**src/hdl/csmd_pkg.sv**
```systemverilog
// Package for the cosine similarity / max difference block.
// Widths, beat types and shared constants. No dependencies.
package csmd_pkg;

	localparam int SAMPLE_BITS   = 16;
	localparam int VEC_ACC_BITS  = 44;
	localparam int RUN_ACC_BITS  = 50;
	localparam int COS_FRAC_BITS = 15;
	localparam int ROOT_BITS     = RUN_ACC_BITS / 2;
	localparam int MUL_BITS      = ROOT_BITS + 1;
	localparam int PROD_BITS     = 2 * MUL_BITS;

	localparam logic signed [15:0] COS_MAX     = 16'sd32767;
	localparam logic signed [15:0] COS_MAX_NEG = -16'sd32767;

	typedef struct packed {
		logic signed [SAMPLE_BITS-1:0] ref_sample;
		logic signed [SAMPLE_BITS-1:0] test_sample;
		logic                          last_of_vector;
		logic                          last_of_run;
	} sample_t;

	typedef struct packed {
		logic signed [15:0] cosine;
		logic        [15:0] max_abs_diff;
		logic               is_overall;
		logic               last;
	} result_t;

endpackage

```
**src/hdl/csmd_mul.sv**
```systemverilog
// Shared signed multiplier with registered product.
// Depends on csmd_pkg.
module csmd_mul import csmd_pkg::*; (
	input  logic                        clk,
	input  logic signed [MUL_BITS-1:0]  op_a,
	input  logic signed [MUL_BITS-1:0]  op_b,
	output logic signed [PROD_BITS-1:0] prod_s1
);

	always_ff @(posedge clk) begin
		prod_s1 <= op_a * op_b;
	end

endmodule

```
**src/hdl/csmd_root.sv**
```systemverilog
// Integer square root, one result bit per cycle (digit-by-digit).
// Depends on csmd_pkg.
module csmd_root import csmd_pkg::*; (
	input  logic                    clk,
	input  logic                    arst_n,
	input  logic                    start,
	input  logic [RUN_ACC_BITS-1:0] radicand,
	output logic                    busy,
	output logic [ROOT_BITS-1:0]    root
);

	localparam int CNT_W = $clog2(ROOT_BITS + 1);
	localparam int REM_W = ROOT_BITS + 2;
	localparam int SH_W  = REM_W + 2;

	logic [RUN_ACC_BITS-1:0] rad_q;
	logic [REM_W-1:0]        rem_q;
	logic [ROOT_BITS-1:0]    root_q;
	logic [CNT_W-1:0]        cnt_q;
	logic                    busy_q;

	logic [SH_W-1:0] rem_sh;
	logic [SH_W-1:0] trial;
	logic [SH_W-1:0] diff;

	always_comb begin
		rem_sh = {rem_q, rad_q[RUN_ACC_BITS-1 -: 2]};
		trial  = {2'b00, root_q, 2'b01};
		diff   = rem_sh - trial;
	end

	always_ff @(posedge clk or negedge arst_n) begin
		if (!arst_n) begin
			busy_q <= 1'b0;
			cnt_q  <= '0;
		end else if (start) begin
			busy_q <= 1'b1;
			cnt_q  <= CNT_W'(ROOT_BITS);
		end else if (busy_q) begin
			cnt_q <= cnt_q - 1'b1;
			if (cnt_q == CNT_W'(1)) begin
				busy_q <= 1'b0;
			end
		end
	end

	always_ff @(posedge clk) begin
		if (start) begin
			rad_q  <= radicand;
			rem_q  <= '0;
			root_q <= '0;
		end else if (busy_q) begin
			rad_q <= {rad_q[RUN_ACC_BITS-3:0], 2'b00};
			if (rem_sh >= trial) begin
				rem_q  <= diff[REM_W-1:0];
				root_q <= {root_q[ROOT_BITS-2:0], 1'b1};
			end else begin
				rem_q  <= rem_sh[REM_W-1:0];
				root_q <= {root_q[ROOT_BITS-2:0], 1'b0};
			end
		end
	end

	assign busy = busy_q;
	assign root = root_q;

endmodule

```
**src/hdl/csmd_div.sv**
```systemverilog
// Fractional restoring divider: quotient bits of num/den for num < den.
// One quotient bit per cycle. Depends on csmd_pkg.
module csmd_div import csmd_pkg::*; (
	input  logic                     clk,
	input  logic                     arst_n,
	input  logic                     start,
	input  logic [RUN_ACC_BITS-1:0]  dividend,
	input  logic [RUN_ACC_BITS-1:0]  divisor,
	output logic                     busy,
	output logic [COS_FRAC_BITS-1:0] quotient
);

	localparam int CNT_W = $clog2(COS_FRAC_BITS + 1);

	logic [RUN_ACC_BITS-1:0]  rem_q;
	logic [RUN_ACC_BITS-1:0]  den_q;
	logic [COS_FRAC_BITS-1:0] quo_q;
	logic [CNT_W-1:0]         cnt_q;
	logic                     busy_q;

	logic [RUN_ACC_BITS:0] rem_sh;
	logic [RUN_ACC_BITS:0] diff;

	always_comb begin
		rem_sh = {rem_q, 1'b0};
		diff   = rem_sh - {1'b0, den_q};
	end

	always_ff @(posedge clk or negedge arst_n) begin
		if (!arst_n) begin
			busy_q <= 1'b0;
			cnt_q  <= '0;
		end else if (start) begin
			busy_q <= 1'b1;
			cnt_q  <= CNT_W'(COS_FRAC_BITS);
		end else if (busy_q) begin
			cnt_q <= cnt_q - 1'b1;
			if (cnt_q == CNT_W'(1)) begin
				busy_q <= 1'b0;
			end
		end
	end

	always_ff @(posedge clk) begin
		if (start) begin
			rem_q <= dividend;
			den_q <= divisor;
			quo_q <= '0;
		end else if (busy_q) begin
			if (rem_sh >= {1'b0, den_q}) begin
				rem_q <= diff[RUN_ACC_BITS-1:0];
				quo_q <= {quo_q[COS_FRAC_BITS-2:0], 1'b1};
			end else begin
				rem_q <= rem_sh[RUN_ACC_BITS-1:0];
				quo_q <= {quo_q[COS_FRAC_BITS-2:0], 1'b0};
			end
		end
	end

	assign busy     = busy_q;
	assign quotient = quo_q;

endmodule

```
**src/hdl/cosine_similarity_max_diff.sv**
```systemverilog
// Cosine similarity with largest absolute difference, per vector and per run.
// Uses csmd_pkg, csmd_mul, csmd_root and csmd_div.
// Middle element: three products share one multiplier and are accumulated before the next beat is taken.
// End of vector: two 25-step roots, one product, then the 15-step divide when it runs; the
// overall result runs the same steps once the run's last vector result beat is taken.
// Reset clears the sequencer and all accumulators; ready rises in the first idle cycle.
module cosine_similarity_max_diff import csmd_pkg::*; (
	input  logic    clk,
	input  logic    arst_n,
	input  logic    sample_valid,
	output logic    sample_ready,
	input  sample_t sample,
	output logic    result_valid,
	input  logic    result_ready,
	output result_t result
);

	typedef enum logic [3:0] {
		S_IDLE, S_MUL_AB, S_ACC_AB, S_ACC_AA, S_ACC_BB,
		S_ROOT1_GO, S_ROOT1_WAIT, S_ROOT2_GO, S_ROOT2_WAIT,
		S_DEN_MUL, S_DEN_CHK, S_DIV_WAIT, S_OUT, S_TOTAL
	} state_t;

	state_t state_q;

	sample_t sample_q;
	logic signed [VEC_ACC_BITS-1:0] dot_q;
	logic        [VEC_ACC_BITS-1:0] ref_norm_q;
	logic        [VEC_ACC_BITS-1:0] test_norm_q;
	logic        [15:0]             max_diff_q;
	logic signed [RUN_ACC_BITS-1:0] tot_dot_q;
	logic        [RUN_ACC_BITS-1:0] tot_ref_q;
	logic        [RUN_ACC_BITS-1:0] tot_test_q;
	logic                           overall_q;
	logic        [ROOT_BITS-1:0]    r1_q;
	logic        [ROOT_BITS-1:0]    r2_q;
	result_t                        result_q;

	logic signed [MUL_BITS-1:0]  op_a, op_b;
	logic signed [PROD_BITS-1:0] prod_s1;
	logic                        root_start, root_busy;
	logic [ROOT_BITS-1:0]        root;
	logic                        div_start, div_busy;
	logic [COS_FRAC_BITS-1:0]    quotient;
	logic [RUN_ACC_BITS-1:0]     radicand;

	logic signed [MUL_BITS-1:0]     a_ext, b_ext;
	logic signed [VEC_ACC_BITS:0]   dot_sum;
	logic signed [VEC_ACC_BITS-1:0] dot_sat;
	logic        [VEC_ACC_BITS:0]   norm_sum;
	logic        [VEC_ACC_BITS-1:0] norm_sat;
	logic        [VEC_ACC_BITS-1:0] norm_base;
	logic signed [SAMPLE_BITS:0]    diff;
	logic        [SAMPLE_BITS:0]    abs_diff;
	logic        [15:0]             abs_sat;
	logic signed [RUN_ACC_BITS:0]   tdot_sum;
	logic signed [RUN_ACC_BITS-1:0] tdot_sat;
	logic        [RUN_ACC_BITS:0]   tref_sum, ttest_sum;
	logic        [RUN_ACC_BITS-1:0] tref_sat, ttest_sat;
	logic signed [RUN_ACC_BITS-1:0] src_dot;
	logic        [RUN_ACC_BITS-1:0] src_n1, src_n2;
	logic                           neg;
	logic        [RUN_ACC_BITS-1:0] mag;
	logic        [RUN_ACC_BITS-1:0] den;
	logic                           end_run;

	csmd_mul u_mul (
		.clk     (clk),
		.op_a    (op_a),
		.op_b    (op_b),
		.prod_s1 (prod_s1)
	);

	csmd_root u_root (
		.clk      (clk),
		.arst_n   (arst_n),
		.start    (root_start),
		.radicand (radicand),
		.busy     (root_busy),
		.root     (root)
	);

	csmd_div u_div (
		.clk      (clk),
		.arst_n   (arst_n),
		.start    (div_start),
		.dividend (mag),
		.divisor  (den),
		.busy     (div_busy),
		.quotient (quotient)
	);

	always_comb begin
		a_ext = {{(MUL_BITS-SAMPLE_BITS){sample_q.ref_sample[SAMPLE_BITS-1]}},
			sample_q.ref_sample};
		b_ext = {{(MUL_BITS-SAMPLE_BITS){sample_q.test_sample[SAMPLE_BITS-1]}},
			sample_q.test_sample};
		unique case (state_q)
			S_ACC_AB: begin
				op_a = a_ext;
				op_b = a_ext;
			end
			S_ACC_AA: begin
				op_a = b_ext;
				op_b = b_ext;
			end
			S_DEN_MUL: begin
				op_a = {1'b0, r1_q};
				op_b = {1'b0, r2_q};
			end
			default: begin
				op_a = a_ext;
				op_b = b_ext;
			end
		endcase
	end

	// saturating accumulation of the element products, and the saturated absolute difference
	always_comb begin
		dot_sum = {dot_q[VEC_ACC_BITS-1], dot_q} + prod_s1[VEC_ACC_BITS:0];
		if (dot_sum[VEC_ACC_BITS] != dot_sum[VEC_ACC_BITS-1]) begin
			dot_sat = {dot_sum[VEC_ACC_BITS], {(VEC_ACC_BITS-1){~dot_sum[VEC_ACC_BITS]}}};
		end else begin
			dot_sat = dot_sum[VEC_ACC_BITS-1:0];
		end
		norm_base = (state_q == S_ACC_AA) ? ref_norm_q : test_norm_q;
		norm_sum  = {1'b0, norm_base} + prod_s1[VEC_ACC_BITS:0];
		norm_sat  = norm_sum[VEC_ACC_BITS] ? '1 : norm_sum[VEC_ACC_BITS-1:0];

		diff     = {sample_q.ref_sample[SAMPLE_BITS-1], sample_q.ref_sample}
			- {sample_q.test_sample[SAMPLE_BITS-1], sample_q.test_sample};
		abs_diff = diff[SAMPLE_BITS] ? -diff : diff;
		abs_sat  = abs_diff[SAMPLE_BITS] ? 16'hFFFF : abs_diff[15:0];
	end

	// run totals
	always_comb begin
		tdot_sum = {tot_dot_q[RUN_ACC_BITS-1], tot_dot_q}
			+ {{(RUN_ACC_BITS-VEC_ACC_BITS+1){dot_q[VEC_ACC_BITS-1]}}, dot_q};
		if (tdot_sum[RUN_ACC_BITS] != tdot_sum[RUN_ACC_BITS-1]) begin
			tdot_sat = {tdot_sum[RUN_ACC_BITS], {(RUN_ACC_BITS-1){~tdot_sum[RUN_ACC_BITS]}}};
		end else begin
			tdot_sat = tdot_sum[RUN_ACC_BITS-1:0];
		end
		tref_sum  = {1'b0, tot_ref_q} + {(RUN_ACC_BITS-VEC_ACC_BITS+1)'(0), ref_norm_q};
		ttest_sum = {1'b0, tot_test_q} + {(RUN_ACC_BITS-VEC_ACC_BITS+1)'(0), test_norm_q};
		tref_sat  = tref_sum[RUN_ACC_BITS] ? '1 : tref_sum[RUN_ACC_BITS-1:0];
		ttest_sat = ttest_sum[RUN_ACC_BITS] ? '1 : ttest_sum[RUN_ACC_BITS-1:0];
	end

	// operands of the cosine, the root and divide starts, and the end of run
	always_comb begin
		if (overall_q) begin
			src_dot = tot_dot_q;
			src_n1  = tot_ref_q;
			src_n2  = tot_test_q;
		end else begin
			src_dot = {{(RUN_ACC_BITS-VEC_ACC_BITS){dot_q[VEC_ACC_BITS-1]}}, dot_q};
			src_n1  = {(RUN_ACC_BITS-VEC_ACC_BITS)'(0), ref_norm_q};
			src_n2  = {(RUN_ACC_BITS-VEC_ACC_BITS)'(0), test_norm_q};
		end
		neg        = src_dot[RUN_ACC_BITS-1];
		mag        = neg ? -src_dot : src_dot;
		den        = prod_s1[RUN_ACC_BITS-1:0];
		radicand   = (state_q == S_ROOT2_GO) ? src_n2 : src_n1;
		root_start = (state_q == S_ROOT1_GO) || (state_q == S_ROOT2_GO);
		div_start  = (state_q == S_DEN_CHK) && (den != '0) && (mag < den);
		end_run    = sample_q.last_of_vector && sample_q.last_of_run;
	end

	always_ff @(posedge clk) begin
		if (sample_valid && sample_ready) begin
			sample_q <= sample;
		end
	end

	always_ff @(posedge clk or negedge arst_n) begin
		if (!arst_n) begin
			state_q     <= S_IDLE;
			overall_q   <= 1'b0;
			dot_q       <= '0;
			ref_norm_q  <= '0;
			test_norm_q <= '0;
			max_diff_q  <= '0;
			tot_dot_q   <= '0;
			tot_ref_q   <= '0;
			tot_test_q  <= '0;
			r1_q        <= '0;
			r2_q        <= '0;
			result_q    <= '0;
		end else begin
			unique case (state_q)
				S_IDLE: begin
					if (sample_valid) begin
						state_q <= S_MUL_AB;
					end
				end
				S_MUL_AB: begin
					if (abs_sat > max_diff_q) begin
						max_diff_q <= abs_sat;
					end
					state_q <= S_ACC_AB;
				end
				S_ACC_AB: begin
					dot_q   <= dot_sat;
					state_q <= S_ACC_AA;
				end
				S_ACC_AA: begin
					ref_norm_q <= norm_sat;
					state_q    <= S_ACC_BB;
				end
				S_ACC_BB: begin
					test_norm_q <= norm_sat;
					overall_q   <= 1'b0;
					state_q     <= sample_q.last_of_vector ? S_ROOT1_GO : S_IDLE;
				end
				S_ROOT1_GO: begin
					state_q <= S_ROOT1_WAIT;
				end
				S_ROOT1_WAIT: begin
					if (!root_busy) begin
						r1_q    <= root;
						state_q <= S_ROOT2_GO;
					end
				end
				S_ROOT2_GO: begin
					state_q <= S_ROOT2_WAIT;
				end
				S_ROOT2_WAIT: begin
					if (!root_busy) begin
						r2_q    <= root;
						state_q <= S_DEN_MUL;
					end
				end
				S_DEN_MUL: begin
					state_q <= S_DEN_CHK;
				end
				S_DEN_CHK: begin
					result_q.max_abs_diff <= overall_q ? 16'd0 : max_diff_q;
					result_q.is_overall   <= overall_q;
					result_q.last         <= overall_q || !end_run;
					priority if (den == '0) begin
						result_q.cosine <= '0;
						state_q         <= S_OUT;
					end else if (mag >= den) begin
						result_q.cosine <= neg ? COS_MAX_NEG : COS_MAX;
						state_q         <= S_OUT;
					end else begin
						state_q <= S_DIV_WAIT;
					end
				end
				S_DIV_WAIT: begin
					if (!div_busy) begin
						result_q.cosine <= neg ? -$signed({1'b0, quotient})
							: $signed({1'b0, quotient});
						state_q <= S_OUT;
					end
				end
				S_OUT: begin
					if (result_ready) begin
						if (overall_q) begin
							tot_dot_q  <= '0;
							tot_ref_q  <= '0;
							tot_test_q <= '0;
							overall_q  <= 1'b0;
							state_q    <= S_IDLE;
						end else begin
							state_q <= S_TOTAL;
						end
					end
				end
				S_TOTAL: begin
					tot_dot_q   <= tdot_sat;
					tot_ref_q   <= tref_sat;
					tot_test_q  <= ttest_sat;
					dot_q       <= '0;
					ref_norm_q  <= '0;
					test_norm_q <= '0;
					max_diff_q  <= '0;
					if (end_run) begin
						overall_q <= 1'b1;
						state_q   <= S_ROOT1_GO;
					end else begin
						state_q <= S_IDLE;
					end
				end
				default: begin
					state_q <= S_IDLE;
				end
			endcase
		end
	end

	assign sample_ready = (state_q == S_IDLE);
	assign result_valid = (state_q == S_OUT);
	assign result       = result_q;

endmodule

```
**config.mk**
```make
export PLATFORM = sky130hd
export DESIGN_NAME = cosine_similarity_max_diff
export DESIGN_NICKNAME = d
export VERILOG_FILES = /design/src/hdl/csmd_pkg.sv /design/src/hdl/csmd_mul.sv /design/src/hdl/csmd_root.sv /design/src/hdl/csmd_div.sv /design/src/hdl/cosine_similarity_max_diff.sv
export SDC_FILE = /design/constraint.sdc
export NUM_CORES = 2
export LEC_CHECK = 0
export ABC_AREA = 1
export ABC_CLOCK_PERIOD_IN_PS = 21500
export BUFFER_PORTS_ARGS = -buffer_cell sky130_fd_sc_hd__buf_2
export CORE_ASPECT_RATIO = 0.6
export CORE_MARGIN = 4
export CORE_UTILIZATION = 49
export DETAILED_ROUTE_END_ITERATION = 10
export GPL_ROUTABILITY_DRIVEN = 1
export PLACE_DENSITY = 0.63
export SLEW_MARGIN = 20
export SYNTH_ARGS = -nofsm -noshare
export SYNTH_HDL_FRONTEND = slang
export SYNTH_SLANG_ARGS = --single-unit
```
**constraint.sdc**
```tcl
create_clock -name clk -period 21.5 [get_ports clk]
set_input_delay 3.225 -clock clk [delete_from_list [all_inputs] [get_ports clk]]
set_output_delay 3.225 -clock clk [all_outputs]
set_load 0.05 [all_outputs]
```
==> results_tabular.tex <==
\begin{tabular}{lr}
\hline
Metric & Value \\
\hline
\multicolumn{2}{l}{\textbf{GRT}} \\
Vias in the first global route & 73604 \\
First-pass GRT wire length & 501.9 mm \\
Largest net degree at the start of global routing & 94 \\
GRT Residual Overflow & 0 \\
Antenna violations before repair & 31 \\
GRT Resource Usage Total & 0.3996 \\
\multicolumn{2}{l}{\textbf{Timing}} \\
Number of hold-slack violations in the final timing report & 0 \\
Setup\_tns & 0 ns \\
Max Slew Vio Count & 0 \\
Maximum frequency from static timing analysis & 95.02 MHz \\
Slew at the pin with the worst max-slew slack & 1.412 ns \\
Count of endpoints failing setup in the final report & 0 \\
Worst max-slew margin expressed relative to the limit & 0.05237 \\
RSZ-0062 raised after global routing & no \\
Final period util & 0.4895 \\
Minimum clock period & 10.52 ns \\
Maximum clock skew at final layout & 0.04824 ns \\
\multicolumn{2}{l}{\textbf{Final layout}} \\
Commonest cells after routing, fill and taps aside & sky130\_fd\_sc\_hd\_\_nand2\_1 (2814), sky130\_fd\_sc\_hd\_\_inv\_1 (1867), sky130\_fd\_sc\_hd\_\_nor2\_1 (1102) \\
Proportion of layout cells with a drive suffix above 1 & 0.04305 \\
Post-layout net count & 12452 \\
Synth-to-layout area growth & 6.531\% \\
Leading cell type in the layout, fill and taps excluded & sky130\_fd\_sc\_hd\_\_nand2\_1 \\
\multicolumn{2}{l}{\textbf{Drt}} \\
First-pass detailed-route iteration total & 8 \\
Number of DRC markers in iteration 0 & 10559 \\
DRC errors left & 0 \\
Vias after detailed routing & 79373 \\
Final wirelength & 346.6 mm \\
Via count normalized by instance count & 5.925 \\
Wire per inst & 25.87 um \\
ANT nets after route & 0 \\
\multicolumn{2}{l}{\textbf{Floorplan}} \\
Ports & 74 \\
Area of the core region & 162200 um\^{}2 \\
Initial Utilization & 0.4963 \\
Die height & 321.9 um \\
Die area & 171000 um\^{}2 \\
Number of rows in the core area & 114 \\
Die outline width & 531.2 um \\
\multicolumn{2}{l}{\textbf{CTS}} \\
Post-cts repair resize count & 0 \\
Clock buffers created by TritonCTS & 77 \\
CTS Hold Buffers Added & 0 \\
TritonCTS clock tree & yes \\
Clock-pin slew reported for the worst setup and hold paths after clock tree synthesis & 0.07 ns \\
Worst-skew pair later-pin latency & 0.70 ns \\
Cell chosen for the clock root & sky130\_fd\_sc\_hd\_\_clkbuf\_16 \\
Count of clock tree sinks & 699 \\
CTS max path bufs & 3 \\
Count of buffers added by post-CTS timing repair for setup & 0 \\
Max H-tree Level & 3 \\
\multicolumn{2}{l}{\textbf{Placed design}} \\
\# port buffers & 73 \\
HPWL Detailed & 283.1 mm \\
Global placement routability congestion & 1.066 \\
\multicolumn{2}{l}{\textbf{Synth}} \\
Most instantiated flip-flop cell in the synthesis netlist & sky130\_fd\_sc\_hd\_\_dfrtp\_1 \\
Avg Cell Area, Syn & 7.150 um\^{}2 \\
Count of distinct cell types in the synthesized netlist & 68 \\
Yosys top cell area share & 0.1739 \\
Post-synth net total & 12528 \\
Biggest area consumer among synthesized cells & sky130\_fd\_sc\_hd\_\_fa\_1 \\
Asr flop ratio synth & 0.5694 \\
Area of the mapped netlist & 80480 um\^{}2 \\
Post-synthesis register bit count & 699 \\
Count of yosys warnings during synthesis & 0 \\
Number of enable-type register cells in the synthesized netlist & 184 \\
Gate count after technology mapping & 11256 \\
Part of the Yosys area used for sequential elements & 0.2215 \\
Cell types occupying the most area after synthesis & sky130\_fd\_sc\_hd\_\_fa\_1 (17\%), sky130\_fd\_sc\_hd\_\_nand2\_1 (13\%), sky130\_fd\_sc\_hd\_\_dfrtp\_1 (12\%) \\
\multicolumn{2}{l}{\textbf{Worst setup path}} \\
Startpoint types & flip-flop \\
Cell class contributing the biggest share of worst-path delay & adder cells \\
Maximum fanout count along the critical path & 56 \\
Endpoint required time on the critical path & 22.04 ns \\
Type of the worst setup path & flip-flop to flip-flop \\
Buffers plus inverters on the worst setup path & 8 \\
Worst endpoint data arrival time & 11.07 ns \\
Biggest cell delay along the critical path & 1.00 ns \\
Cell with the biggest individual delay on the critical path & sky130\_fd\_sc\_hd\_\_inv\_1 \\
Worst setup EP type & flip-flop \\
\multicolumn{2}{l}{\textbf{Flow run}} \\
Max-cap violations & 0 \\
\multicolumn{2}{l}{\textbf{Min path}} \\
Class of the worst hold path & flip-flop to flip-flop \\
\multicolumn{2}{l}{\textbf{Outcome}} \\
Status & finished, final reports clean \\
\hline
\end{tabular}
==> flip-flops by register name (all words and copies together), names as in the netlist, 27 cells and up <==
name           cells
tot_dot_q         50
u_root.rad_q      50
u_div.den_q       50
u_mul.prod_s1     50
tot_test_q        50
ref_norm_q        44
u_div.rem_q       50
tot_ref_q         50
test_norm_q       44
dot_q             44
result            34
u_root.rem_q      27
==> kinds of logic (layout without fill, tap and decap cells) <==
family                   after synthesis  after routing  synth area share
adder cells (fa/ha/maj)             1234           1234            0.2570
buffers and inverters               2231           2219            0.1071
XOR/XNOR                             317            317           0.03506
other                                  0              7                 0
flip-flops                           699            699            0.2215
multiplexers                           3              3         0.0003731
AO/OA/AOI/OAI                       1870           1870            0.1292
AND/OR/NAND/NOR                     4902           4902            0.2497
==> cells in the mapped netlist (28+ instances only) <==
library cell,number
sky130_fd_sc_hd__a21boi_0,36
sky130_fd_sc_hd__a21o_1,68
sky130_fd_sc_hd__a21oi_1,637
sky130_fd_sc_hd__a22o_1,37
sky130_fd_sc_hd__a31oi_1,55
sky130_fd_sc_hd__buf_1,32
sky130_fd_sc_hd__buf_2,91
sky130_fd_sc_hd__clkbuf_1,187
sky130_fd_sc_hd__dfrtp_1,398
sky130_fd_sc_hd__dfxtp_1,117
sky130_fd_sc_hd__edfxtp_1,184
sky130_fd_sc_hd__fa_1,699
sky130_fd_sc_hd__ha_1,535
sky130_fd_sc_hd__inv_1,1872
sky130_fd_sc_hd__nand2_1,2821
sky130_fd_sc_hd__nand3_1,616
sky130_fd_sc_hd__nand4_1,91
sky130_fd_sc_hd__nor2_1,1108
sky130_fd_sc_hd__nor3_1,70
sky130_fd_sc_hd__nor4_1,46
sky130_fd_sc_hd__o21a_1,28
sky130_fd_sc_hd__o21ai_0,790
sky130_fd_sc_hd__o21ai_1,53
sky130_fd_sc_hd__o21bai_1,54
sky130_fd_sc_hd__or2_2,29
sky130_fd_sc_hd__xnor2_1,137
sky130_fd_sc_hd__xor2_1,174
==> through the flow <==
| stage | util | cell area, um^2 | std cells | setup WS (ns) | hold slack, ns |
|---|---|---|---|---|---|
| 2_1_floorplan | - | 80480 | 11256 | 14.13 | 0.4304 |
| 3_3_place_gp | 0.5117 | 82980 | 13244 | 11.10 | 0.4374 |
| 3_5_place_dp | 0.5118 | 83000 | 13245 | 11.31 | 0.4571 |
| 4_1_cts | 0.5279 | 85610 | 13388 | 11.27 | 0.4728 |
| 5_1_grt | 0.5286 | 85720 | 13390 | 10.45 | 0.4986 |
| 6_report | 0.5287 | 85740 | 13397 | 10.98 | 0.4737 |
==> tightest hold or removal path: stages, from the launching register on <==
cell and delay (ns):
sky130_fd_sc_hd__dfrtp_1 0.33, sky130_fd_sc_hd__nand2_1 0.05, sky130_fd_sc_hd__nand2_1 0.06
==> metal layers <==
metal,up-vias,wire [um],GRT usage,part of all wire
li1,35519,-,-,-
met1,38452,160400,0.6332,0.46
met2,4934,116200,0.4615,0.34
met3,444,62510,0.2087,0.18
met4,24,7367,0.07345,0.021
met5,-,161,0,0.00046
==> path summary, 6_finish.rpt <==
| kind | end | start | slack, ns | depth (start not counted) |
|---|---|---|---|---|
| min in group asynchronous | result[28] | arst_n | 2.45 | 1 |
| worst min register to register | result[25] | result[25] | 0.47 | 2 |
| max in group asynchronous | overall_q | arst_n | 15.84 | 4 |
| worst max register to register | u_mul.prod_s1[31] | state_q[1] | 10.98 | 27 |
| worst min-delay path | result[25] | result[25] | 0.47 | 2 |
| worst max-delay path | u_mul.prod_s1[31] | state_q[1] | 10.98 | 27 |
==> final cells by class <==
class                   instances  area [um^2]
diodes                          7        17.52
clock buffers                 101         2057
clock inverters                42        558.0
fillers                     16068        76440
inverters                    1896         7126
multi-input cells            8326        54250
flip-flops and latches        699        17830
well taps                    2146         2685
repair buffers                180         1219
Power is left out: the tool's default activity adds up to more than one toggle a clock period on the data nets, which glitch-free logic cannot reach.
